==> src/rtl/core/vrt_pkg.sv <==
// Shared types and constants for the voxel ray traversal block.
// No dependencies; imported by every module of the block but vrt_ram.
package vrt_pkg;

  localparam int FRAC_BITS = 16;  // origin, distance and surface fraction bits
  localparam int DIR_FRAC  = 15;  // direction is Q1.15
  localparam int ORG_W     = 21;
  localparam int DIR_W     = 16;
  localparam int VOX_W     = 5;
  localparam int BLK_W     = 8;
  localparam int CELL_W    = 9;   // holds cell indexes up to 511
  localparam int OCELL_W   = 6;
  localparam int Q_W       = 32;  // per-axis step 2^31 / |dir|
  localparam int REM_W     = 16;
  localparam int LEN_W     = 41;  // boundary distance, grows by one step per cell
  localparam int DIST_W    = 22;
  localparam int SURF_W    = 23;

  localparam logic [DIST_W-1:0] DIST_MAX = '1;

  localparam logic [1:0] AX_X   = 2'd0;
  localparam logic [1:0] AX_Y   = 2'd1;
  localparam logic [1:0] AX_Z   = 2'd2;
  localparam logic [1:0] AX_END = 2'd3;

  typedef enum logic [1:0] {
    OUT_HIT   = 2'd0,
    OUT_SKY   = 2'd1,
    OUT_START = 2'd2
  } outcome_t;

  typedef struct packed {
    logic       clr;        // clearing pass write
    logic       wr;         // voxel write request accepted
    logic       load;       // cast request accepted
    logic       div_start;
    logic [1:0] div_axis;
    logic       len_ld;     // take quotient, set step and first boundary
    logic [1:0] axis;
    logic       eval;       // voxel read data is valid
    logic       step;
    logic       fin;
    outcome_t   code;
    logic       dmax;
    logic       smul;
    logic       sadd;
  } vrt_cmd_t;

  typedef struct packed {
    logic clr_last;
    logic start_out;
    logic div_done;
    logic blk_nz;
    logic ax_inf;
    logic exit_nxt;
  } vrt_sts_t;

endpackage

==> src/rtl/core/vrt_ctrl.sv <==
// Controller: clearing pass, request handshake, cast sequencing, result valid.
// Depends on vrt_pkg.
module vrt_ctrl import vrt_pkg::*; #(
  parameter int SIZE_X = 32,
  parameter int SIZE_Y = 32,
  parameter int SIZE_Z = 32
) (
  input  logic     clk,
  input  logic     rst_n,
  input  logic     in_valid,
  input  logic     in_func,
  output logic     in_ready,
  output logic     out_valid,
  input  logic     out_ready,
  output vrt_cmd_t cmd,
  input  vrt_sts_t sts
);

  localparam int LIMIT = SIZE_X + SIZE_Y + SIZE_Z + 4;
  localparam int NW    = $clog2(LIMIT);

  typedef enum logic [2:0] {
    S_CLEAR, S_IDLE, S_CHK, S_DIV, S_READ, S_EVAL, S_FIN, S_SURF
  } state_t;

  state_t          state_r;
  logic [1:0]      ax_r;
  logic [NW-1:0]   n_r;
  outcome_t        code_r;
  logic            dmax_r;
  logic            out_valid_r;
  logic            accept;

  assign in_ready  = (state_r == S_IDLE);
  assign accept    = in_valid && in_ready;
  assign out_valid = out_valid_r;

  always_comb begin
    cmd      = '0;
    cmd.code = OUT_HIT;
    cmd.clr  = (state_r == S_CLEAR);
    cmd.wr   = accept && !in_func;
    cmd.load = accept && in_func;
    case (state_r)
      S_CHK: begin
        if (!sts.start_out) begin
          cmd.div_start = 1'b1;
          cmd.div_axis  = AX_X;
        end
      end
      S_DIV: begin
        cmd.axis = ax_r;
        if (sts.div_done) begin
          cmd.len_ld = 1'b1;
          if (ax_r != AX_Z) begin
            cmd.div_start = 1'b1;
            cmd.div_axis  = ax_r + 1'b1;
          end
        end
      end
      S_EVAL: begin
        cmd.eval = 1'b1;
        cmd.step = !sts.blk_nz && !sts.ax_inf;
      end
      S_FIN: begin
        cmd.fin  = !out_valid_r;
        cmd.code = code_r;
        cmd.dmax = dmax_r;
      end
      S_SURF: begin
        cmd.axis = ax_r;
        cmd.smul = (ax_r != AX_END);
        cmd.sadd = (ax_r != AX_X);
      end
      default: ;
    endcase
  end

  always_ff @(posedge clk) begin
    if (!rst_n) begin
      state_r     <= S_CLEAR;
      ax_r        <= AX_X;
      n_r         <= '0;
      code_r      <= OUT_HIT;
      dmax_r      <= 1'b0;
      out_valid_r <= 1'b0;
    end else begin
      if (out_valid_r && out_ready) begin
        out_valid_r <= 1'b0;
      end
      case (state_r)
        S_CLEAR: begin
          if (sts.clr_last) state_r <= S_IDLE;
        end
        S_IDLE: begin
          if (accept && in_func) state_r <= S_CHK;
        end
        S_CHK: begin
          if (sts.start_out) begin
            code_r  <= OUT_START;
            dmax_r  <= 1'b0;
            state_r <= S_FIN;
          end else begin
            ax_r    <= AX_X;
            state_r <= S_DIV;
          end
        end
        S_DIV: begin
          if (sts.div_done) begin
            if (ax_r == AX_Z) begin
              n_r     <= '0;
              state_r <= S_READ;
            end else begin
              ax_r <= ax_r + 1'b1;
            end
          end
        end
        S_READ: state_r <= S_EVAL;
        S_EVAL: begin
          if (sts.blk_nz) begin
            code_r  <= OUT_HIT;
            dmax_r  <= 1'b0;
            state_r <= S_FIN;
          end else if (sts.ax_inf) begin
            // no finite boundary left on the chosen axis
            code_r  <= OUT_SKY;
            dmax_r  <= 1'b1;
            state_r <= S_FIN;
          end else if (sts.exit_nxt || n_r == NW'(LIMIT - 1)) begin
            code_r  <= OUT_SKY;
            dmax_r  <= 1'b0;
            state_r <= S_FIN;
          end else begin
            n_r     <= n_r + 1'b1;
            state_r <= S_READ;
          end
        end
        S_FIN: begin
          if (!out_valid_r) begin
            ax_r    <= AX_X;
            state_r <= S_SURF;
          end
        end
        S_SURF: begin
          if (ax_r == AX_END) begin
            out_valid_r <= 1'b1;
            state_r     <= S_IDLE;
          end else begin
            ax_r <= ax_r + 1'b1;
          end
        end
        default: state_r <= S_IDLE;
      endcase
    end
  end

endmodule

==> config.mk <==
export PLATFORM = sky130hd
export DESIGN_NAME = vrt_ctrl
export DESIGN_NICKNAME = d
export VERILOG_FILES = /design/src/rtl/core/vrt_pkg.sv /design/src/rtl/core/vrt_ctrl.sv
export SDC_FILE = /design/constraint.sdc
export NUM_CORES = 1
export LEC_CHECK = 0
export BUFFER_PORTS_ARGS = -buffer_cell sky130_fd_sc_hd__clkbuf_2
export CORE_MARGIN = 2
export CORE_UTILIZATION = 45
export DETAILED_ROUTE_END_ITERATION = 7
export MAX_ROUTING_LAYER = met4
export PLACE_DENSITY = 0.71
export SLEW_MARGIN = 20
export SYNTH_ARGS = -nofsm -noshare
export SYNTH_HDL_FRONTEND = slang
export SYNTH_SLANG_ARGS = --single-unit
==> constraint.sdc <==
create_clock -name clk -period 3.7 [get_ports clk]
set_input_delay 0.74 -clock clk [delete_from_list [all_inputs] [get_ports clk]]
set_output_delay 0.74 -clock clk [all_outputs]
set_load 0.01 [all_outputs]
==> metrics.cfg, run 1 <==
[synthesis]
yosys.cell_count.top_type = dfxtp_1
ys_ff_latch = 16
synth_top_area_share_pct = 28.10
synth_top_area_cell = dfxtp_1
avgSynthCellArea_um2 = 8.260
netlist_area_um2 = 1140
synth_edf_count = 0
ys_warn_count = 0
async_flop_share_pct = 0
synth_flop_cell = dfxtp_1
syn-num-nets = 154
syn_inst = 138
synth_area_leaders = dfxtp_1, a31oi_2, ha_1
ys_seq_area_share_pct = 28.10
synth_cell_types = 41
yosys-top-cells-count = dfxtp_1, nand2_1, a31oi_1, nor2_1

[worst_setup_path]
slowest_delay_ns = 0.39
arrival_ns = 1.81
cp_slowest_cell = dfxtp_1
crit_type = flip-flop to primary output
path_max_fanout = 5
crit_chain = inv_1, ha_1, nand2b_1, a2111oi_0, clkbuf_2
cp_data_required_time_ns = 2.96
startpoint_type = flip-flop
cp-end-kind = primary output

[sta]
hold_viol_final = 0
fmax_mhz = 392.3
skew_ns = 0.001710
period_needed_ns = 2.549
min_period_over_period_pct = 68.89
worst_pin_slew_ns = 0.5661
relSlewSlack_pct = 62.21
setup_viol = 0
rsz0062_at_grt = false
hold_slack_ns = 0.4692
tns_ns = 0
slew_viol_final = 0

[detailed_routing]
antenna_left = 0
drt_iter0_markers = 32
dr_total_vias = 1095
vias_per_cell = 5.733
drc = 0
drt_wl_total_mm = 2.744
post_drt_wl_per_cell_um = 14.37
drt-pass1-iter-count = 4

[placed_design]
gp_congestion = 0.7725
placed_cell_area_um2 = 1259
dp.cells = 187
numPortBuffers = 29
dp_hpwl_mm = 2.030

[global_route]
grt_pass1_vias = 894
grt_max_degree = 20
overflow = 0
grt_pass1_wl_mm = 4.209
antenna_found_initial = 0
grt_usage_pct = 20.31

[final_layout]
final_nets = 178
drive_gt1_share_pct = 26.71
nFillCells = 227
antenna_cells = 0
layout.cells.non_filler = 191
area_growth_pct = 13.61
final_cell_area_um2 = 1295

[clocking]
cts_tree = built
cts_setup_buffers = 0
ctsResizeCount = 0
h-tree-depth = 1
clkTransAtPathRegs_ns = 0.10
cts.sinks = 16
clk_path_buf_depth = 2
cts-root-buf = clkbuf_4
numCtsBuffers = 3
clock_latency_ns = 0.29
ctsHoldBuffers = 0

[floorplan]
start_util_pct = 46.86
die_h_um = 54.33
dieArea_um2 = 2952
ioPinCount = 30
rows = 18
die_w_um = 54.33
core_um2 = 2432

[run_status]
outcome = complete, no violations

[run]
cap_violations = 0

[power_and_ir_drop]
powerDensity_nw_per_um2 = 353.7
p_leak_nw = 0.5616
ir_worst_vdd_v = 0.0002850

[hold_path]
hold_path.class = flip-flop to flip-flop

==> per-stage QoR <==
stage	worst slack [ns]	total power [mW]	util (%)
floorplan	1.424	0.3118	-
finish	1.151	0.4580	53.24
global placement	1.407	0.3394	51.75
global route	0.9264	0.4856	53.24
detailed placement	1.387	0.3430	51.75
CTS	1.142	0.4601	53.24
==> power by group <==
group	total, mW	switching [mW]	leakage [nW]	internal, mW
clock	0.118	0.0577	0.0210	0.0599
sequential	0.219	0.0358	0.129	0.183
combinational	0.121	0.0666	0.411	0.0547
total	0.458	0.160	0.562	0.298
==> path summary, 6_finish.rpt <==
check	startpoint	endpoint	slack, ns	cells past startpoint
worst max-delay path	ax_r[0]$_SDFFE_PN0P_	cmd[13]	1.15	5
worst min-delay path	code_r[1]$_SDFFE_PN0P_	code_r[1]$_SDFFE_PN0P_	0.47	1
worst max register to register	ax_r[0]$_SDFFE_PN0P_	ax_r[1]$_SDFFE_PN0P_	1.82	6
worst min register to register	code_r[1]$_SDFFE_PN0P_	code_r[1]$_SDFFE_PN0P_	0.47	1
==> cell usage in the layout (no fill, tap or decap), types with 3 or more instances in the layout <==
master and n:
nor2b_1 4, nor2_1 8, nand2b_1 7, nand2_1 11
nand3_1 3, o21ai_0 5, inv_1 7, a31oi_2 5
a31oi_1 8, and3_1 7, and2_1 6, a21oi_1 5
clkbuf_2 29, clkbuf_4 3, dfxtp_1 16, nor3_1 3
ha_1 5
==> flip-flops by register name, indices dropped and copies added, names as in the netlist <==
signal,count
n_r,7
state_r,3
ax_r,2
code_r,2
dmax_r,1
out_valid,1
==> worst max-delay path: cells and delay by family (launching register included) <==
| family | cells | cell delay [ns] |
|---|---|---|
| AO/OA/AOI/OAI | 1 | 0.39 |
| flip-flops | 1 | 0.39 |
| adder cells (fa/ha/maj) | 1 | 0.28 |
| AND/OR/NAND/NOR | 1 | 0.16 |
| buffers and inverters | 2 | 0.30 |
==> layout make-up <==
| type | instances | area (um2) | share of cell area, % |
|---|---|---|---|
| clock buffer | 4 | 36.28 | 2.802 |
| multi-input combinational | 105 | 729.5 | 56.33 |
| tap | 30 | 37.54 | 2.899 |
| sequential | 16 | 320.3 | 24.73 |
| timing repair buffer | 29 | 145.1 | 11.21 |
| inverter | 7 | 26.28 | 2.029 |
==> cell families after synthesis <==
family / synth area share [%]
AO/OA/AOI/OAI: 26.45
adder cells (fa/ha/maj): 5.488
buffers and inverters: 7.903
flip-flops: 28.10
multiplexers: 1.866
AND/OR/NAND/NOR: 30.19
==> per-layer routing <==
metal  track usage (%)  vias to the layer above  part of all wire [%]
met5                 -                        -                     0
met4             4.583                        0                  0.36
met3             4.918                        2                   5.0
met2             34.94                       36                    51
met1             23.83                      508                    44
li1                  -                      549                     -
(Power assumes the default switching activity.)
==> run 2, diff against run 1 <==
--- a/config.mk
+++ b/config.mk
@@ -10,7 +10,7 @@
 export CORE_UTILIZATION = 45
 export DETAILED_ROUTE_END_ITERATION = 7
 export MAX_ROUTING_LAYER = met4
-export PLACE_DENSITY = 0.71
+export PLACE_DENSITY = 0.74
 export SLEW_MARGIN = 20
 export SYNTH_ARGS = -nofsm -noshare
 export SYNTH_HDL_FRONTEND = slang
==> constraint.sdc (replaced) <==
create_clock -name clk -period 2.1 [get_ports clk]
set_input_delay 0.42 -clock clk [delete_from_list [all_inputs] [get_ports clk]]
set_output_delay 0.42 -clock clk [all_outputs]
set_load 0.01 [all_outputs]
==> metrics.cfg, run 2 (same netlist as run 1, synthesis figures left out) <==
[sta]
relSlewSlack_pct = 71.59  ; +9.4 points
period_needed_ns = 2.018
hold_slack_ns = 0.4233  ; -0.04592 ns
setup_viol = 0  ; unchanged
worst_pin_slew_ns = 0.4252  ; -0.1408 ns
hold_viol_final = 0  ; unchanged
slew_viol_final = 0  ; unchanged
fmax_mhz = 495.6
min_period_over_period_pct = 96.08
skew_ns = 0.005446  ; +0.003736 ns

[global_route]
met1_usage_pct = 25.33  ; +1.5 points
use_met3_pct = 6.284  ; +1.4 points
antenna_found_initial = 0  ; unchanged
grt-busiest-layer = met2
grt_pass1_wl_mm = 4.367  ; +3.8%
grt_pass1_vias = 967  ; +8.2%
use_met2_pct = 33.13  ; -1.8 points
overflow = 0  ; unchanged
grt_usage_pct = 20.90  ; +0.60 points
grt_max_degree = 17  ; -15%

[hold_path]
hold_path.class = input port to flip-flop
holdPathEnd = dmax_r$_SDFFE_PN0P_
hp-start = sts[1]
min_delay_path_depth = 3  ; +2

[power_and_ir_drop]
p_leak_nw = 0.5776  ; +2.8%
ir_worst_vdd_v = 0.0004741  ; +66%
powerDensity_nw_per_um2 = 588.9  ; +67%

[clocking]
clkTransAtPathRegs_ns = 0.09  ; about the same
cts-root-buf = clkbuf_4
cts_tree = built
clk_path_buf_depth = 2  ; unchanged
h-tree-depth = 1  ; unchanged
numCtsBuffers = 3  ; unchanged
cts.sinks = 16  ; unchanged
ctsHoldBuffers = 0  ; unchanged
clock_latency_ns = 0.28  ; about the same

[final_layout]
final_common_cell = clkbuf_2
top_register = n_r
most-common-layout-cells = clkbuf_2, dfxtp_1, nand2_1
drive_gt1_share_pct = 31.29  ; +4.6 points
antenna_cells = 0  ; unchanged
largest_reg_flops = 7  ; unchanged
final_nets = 181  ; +1.7%
reg_top3 = n_r: 7 flops, state_r: 3 flops
layout.cells.non_filler = 193  ; +1.0%
area_growth_pct = 16.80
final_cell_area_um2 = 1331  ; +2.8%
nFillCells = 238  ; +4.8%

[worst_setup_path]
critPathTopFamily = flip-flops
cp-end-kind = primary output
r2r_end = ax_r[1]$_SDFFE_PN0P_
startpoint_type = flip-flop
cp_num_buf_inv = 2  ; unchanged
arrival_ns = 1.60  ; -0.21 ns
reg2reg_depth = 6  ; unchanged
slowest_delay_ns = 0.35  ; -0.04 ns
cp_slowest_cell = dfxtp_2
path_max_fanout = 5  ; unchanged
r2r_setup_slack_ns = 0.35  ; -1.47 ns
crit_chain = inv_1, ha_4, nand2b_1, a2111oi_2, buf_2
cp_data_required_time_ns = 1.68  ; -1.28 ns
setup.worst_path.start = ax_r[0]$_SDFFE_PN0P_
crit_type = flip-flop to primary output
reg2reg_from = ax_r[0]$_SDFFE_PN0P_

[detailed_routing]
antenna_left = 0  ; unchanged
drt-pass1-iter-count = 5  ; +1
vias_per_cell = 5.684  ; -0.86%
drt_iter0_markers = 41  ; +28%
dr_total_vias = 1097  ; +0.18%
post_drt_wl_per_cell_um = 13.83  ; -3.7%
drt_wl_total_mm = 2.670  ; -2.7%
drc = 0  ; unchanged

[floorplan]
die_w_um = 54.33  ; unchanged
start_util_pct = 46.86  ; unchanged
ioPinCount = 30  ; unchanged
rows = 18  ; unchanged
dieArea_um2 = 2952  ; unchanged
core_um2 = 2432  ; unchanged
die_h_um = 54.33  ; unchanged

[placed_design]
placed_cell_area_um2 = 1274  ; +1.2%
numPortBuffers = 29  ; unchanged
gp_congestion = 0.8887  ; +15%
dp.cells = 189  ; +1.1%
dp_hpwl_mm = 2.018  ; -0.58%

[run_status]
outcome = complete, no violations

[run]
cap_violations = 0  ; unchanged

-- run 2: through the flow --
stage	utilization, %	power [mW]	worst slack [ns]	TNS [ns]
after CTS	53.70	0.7788	0.01836	0
after global placement	52.37	0.6100	0.2503	0
final	54.73	0.7840	0.08238	0
after detailed placement	52.37	0.6136	0.1769	0
after floorplan	-	0.5494	0.1695	0
after global routing	54.73	0.8388	-0.006395	-0.006395
-- run 2: worst max-delay path by stage --
stage | to | slack, ns | cells after the start
2_1_floorplan | cmd[13] | 0.17 | 4
3_3_place_gp | cmd[13] | 0.25 | 5
3_5_place_dp | cmd[13] | 0.18 | 5
4_1_cts | cmd[12] | 0.02 | 4
5_1_grt | cmd[13] | -0.006 | 5
6_report | cmd[13] | 0.08 | 5
-- run 2: final cells by class --
class                           instances  area, um2  area share (%)
Multi-Input combinational cell        105      753.2           56.58
Timing Repair Buffer                   32      167.7           12.59
Inverter                                7      26.28           1.974
Tap cell                               30      37.54           2.820
Clock buffer                            3      22.52           1.692
Sequential cell                        16      324.1           24.34
-- run 2: worst register-to-register path, cell delays in order (launching register included) --
cell and delay (ns):
dfxtp_2 0.35, inv_1 0.10, ha_4 0.20, nor3b_1 0.37, nor2_1 0.10, a221oi_1 0.40, o31ai_1 0.11
-- run 2: layer usage --
layer | routed length, um | part of all wire (%)
met1 | 1195 | 45
met2 | 1328 | 50
met3 | 117 | 4.4
met4 | 28 | 1.0
met5 | 0 | 0
-- run 2: report_power, final --
part	switching, mW	total, mW	internal [mW]	leakage (nW)
registers	0.0465	0.373	0.326	0.131
logic	0.140	0.253	0.113	0.433
clock network	0.0920	0.159	0.0666	0.0138
total	0.279	0.784	0.505	0.578
-- run 2: what timing repair did --
| action | in CTS | in global routing |
|---|---|---|
| setup buffers | 0 | 1 |
| endpoints found under the setup margin | 1 | 6 |
| resized for setup | 4 | 5 |
==> run 3, diff against run 2 <==
--- a/config.mk
+++ b/config.mk
@@ -11,7 +11,9 @@
 export DETAILED_ROUTE_END_ITERATION = 7
 export MAX_ROUTING_LAYER = met4
 export PLACE_DENSITY = 0.74
+export REMOVE_ABC_BUFFERS = 1
 export SLEW_MARGIN = 20
 export SYNTH_ARGS = -nofsm -noshare
 export SYNTH_HDL_FRONTEND = slang
 export SYNTH_SLANG_ARGS = --single-unit
+export TNS_END_PERCENT = 1
==> metrics.cfg, run 3 (same netlist as run 1, synthesis figures left out) <==
[detailed_routing]
drc = 0  ; unchanged
drt_iter0_markers = 17  ; -59%
antenna_left = 0  ; unchanged
dr_total_vias = 1094  ; -0.27%
drt_wl_total_mm = 2.687  ; +0.64%
drt-pass1-iter-count = 4  ; -1
vias_per_cell = 5.639  ; -0.79%
post_drt_wl_per_cell_um = 13.85  ; +0.12%

[clocking]
cts_setup_buffers = 0  ; unchanged
h-tree-depth = 1  ; unchanged
cts.sinks = 16  ; unchanged
cts-root-buf = clkbuf_4
clk_path_buf_depth = 2  ; unchanged
clkTransAtPathRegs_ns = 0.10  ; about the same
clock_latency_ns = 0.28  ; about the same
numCtsBuffers = 3  ; unchanged
cts_tree = built

[final_layout]
antenna_cells = 0  ; unchanged
layout.cells.non_filler = 194  ; +0.52%
largest_reg_flops = 7  ; unchanged
reg_top3 = n_r: 7 flops, state_r: 3 flops
nFillCells = 223  ; -6.3%
final_nets = 181  ; unchanged
top_register = n_r
final_common_cell = clkbuf_2
drive_gt1_share_pct = 31.10  ; -0.19 points
most-common-layout-cells = clkbuf_2, dfxtp_1, nand2_1
area_growth_pct = 17.01

[run]
cap_violations = 0  ; unchanged

[power_and_ir_drop]
switching_share_pct = 34.34  ; -1.2 points
p_switching_uw = 286.2  ; +2.7%
power.total_uw = 833.4  ; +6.3%
p_leak_nw = 0.5822  ; +0.79%
intPower_uw = 547.2  ; +8.3%
comb_power_share_pct = 31.6  ; -0.6 points
clkPwrFrac_pct = 24.5  ; +4.3 points
p_seq_share_pct = 43.8  ; -3.7 points
powerDensity_nw_per_um2 = 624.9  ; +6.1%
ir_worst_vdd_v = 0.0003169  ; -33%

[sta]
worst_pin_slew_ns = 0.4079  ; -0.01736 ns
period_needed_ns = 2.008  ; -0.009777 ns
tns_ns = 0  ; unchanged
fmax_mhz = 498.0  ; +0.49%
skew_ns = 0.001983  ; -0.003462 ns
slew_viol_final = 0  ; unchanged
hold_viol_final = 0  ; unchanged
setup_viol = 0  ; unchanged
rsz0062_at_grt = true
hold_slack_ns = 0.4007  ; -0.02259 ns
relSlewSlack_pct = 72.75  ; +1.2 points
min_period_over_period_pct = 95.61  ; -0.47 points

[worst_setup_path]
arrival_ns = 1.59  ; about the same
crit_type = flip-flop to primary output
r2r_setup_slack_ns = 0.34  ; about the same
path_max_fanout = 5  ; unchanged
slowest_delay_ns = 0.36  ; about the same
cp-end-kind = primary output
cp_slowest_cell = dfxtp_2
cp_data_required_time_ns = 1.68  ; about the same
crit_chain = inv_1, ha_2, nand2b_1, a2111oi_2, buf_2
reg2reg_depth = 6  ; unchanged
startpoint_type = flip-flop
r2r_end = ax_r[0]$_SDFFE_PN0P_
reg2reg_from = ax_r[0]$_SDFFE_PN0P_

[placed_design]
gp_congestion = 0.8058  ; -9.3%
dp_hpwl_mm = 1.986  ; -1.6%
dp.cells = 190  ; +0.53%
numPortBuffers = 29  ; unchanged

[floorplan]
rows = 18  ; unchanged
start_util_pct = 46.86  ; unchanged
die_h_um = 54.33  ; unchanged
dieArea_um2 = 2952  ; unchanged
die_w_um = 54.33  ; unchanged
core_um2 = 2432  ; unchanged
ioPinCount = 30  ; unchanged

[hold_path]
hold_path.class = input port to flip-flop
min_delay_path_depth = 3  ; unchanged
hp-start = sts[1]
holdPathEnd = dmax_r$_SDFFE_PN0P_

[run_status]
outcome = complete, no violations

[global_route]
grt_usage_pct = 20.60  ; -0.30 points
overflow = 0  ; unchanged
antenna_found_initial = 0  ; unchanged
grt_max_degree = 17  ; unchanged
grt_pass1_wl_mm = 4.360  ; -0.16%
grt_pass1_vias = 1005  ; +3.9%

## run 3: worst max path at each step
stage	startpoint	endpoint	slack, ns
floorplan	ax_r[0]$_SDFFE_PN0P_	cmd[13]	0.17
global placement	ax_r[0]$_SDFFE_PN0P_	cmd[13]	0.21
detailed placement	ax_r[0]$_SDFFE_PN0P_	cmd[13]	0.16
CTS	state_r[0]$_SDFFE_PN0P_	cmd[14]	0.005
global route	ax_r[0]$_SDFFE_PN0P_	cmd[13]	-0.05
finish	ax_r[0]$_SDFFE_PN0P_	cmd[13]	0.09
## run 3: routing by layer
layer	track usage, %	wire length [um]	vias to the layer above
met4	5.833	15	0
met5	-	0	-
met1	25.83	1241	513
met3	3.279	106	2
met2	34.14	1323	24
li1	-	-	555
## run 3: power by group through the flow
| stage | clock network (mW) | logic [mW] | registers (mW) |
|---|---|---|---|
| floorplan | 0 | 0.146 | 0.371 |
| global placement | 0 | 0.251 | 0.368 |
| detailed placement | 0 | 0.254 | 0.370 |
| CTS | 0.208 | 0.261 | 0.364 |
| global route | 0.229 | 0.295 | 0.370 |
| finish | 0.205 | 0.264 | 0.365 |
## run 3: area by class of cell
type | count | area (um2) | area share (%)
multi-input cells | 105 | 743.2 | 55.72
flip-flops and latches | 16 | 322.8 | 24.20
repair buffers | 32 | 167.7 | 12.57
well taps | 30 | 37.54 | 2.814
clock buffers | 4 | 36.28 | 2.720
inverters | 7 | 26.28 | 1.970
## run 3: repair_timing
action | in CTS | in global routing
hold buffers | 0 | 0
cloned | 0 | 0
setup endpoints to repair | 1 | 6
pin swaps | 0 | 1
resized for setup | 4 | 3
## run 3: worst max-delay path, delay by kind of cell, from the launching register on
family                   cells  cell delay (ns)
flip-flops                   1             0.36
AND/OR/NAND/NOR              1             0.16
adder cells (fa/ha/maj)      1             0.23
AO/OA/AOI/OAI                1             0.28
buffers and inverters        2             0.28
## run 3: through the flow
step	area, um2	utilization, %	setup WS [ns]
after global placement	1281	52.67	0.2082
after global routing	1334	54.84	-0.04556
final	1334	54.84	0.09216
after detailed placement	1281	52.67	0.1645
after floorplan	1076	-	0.1695
after CTS	1328	54.58	0.005221
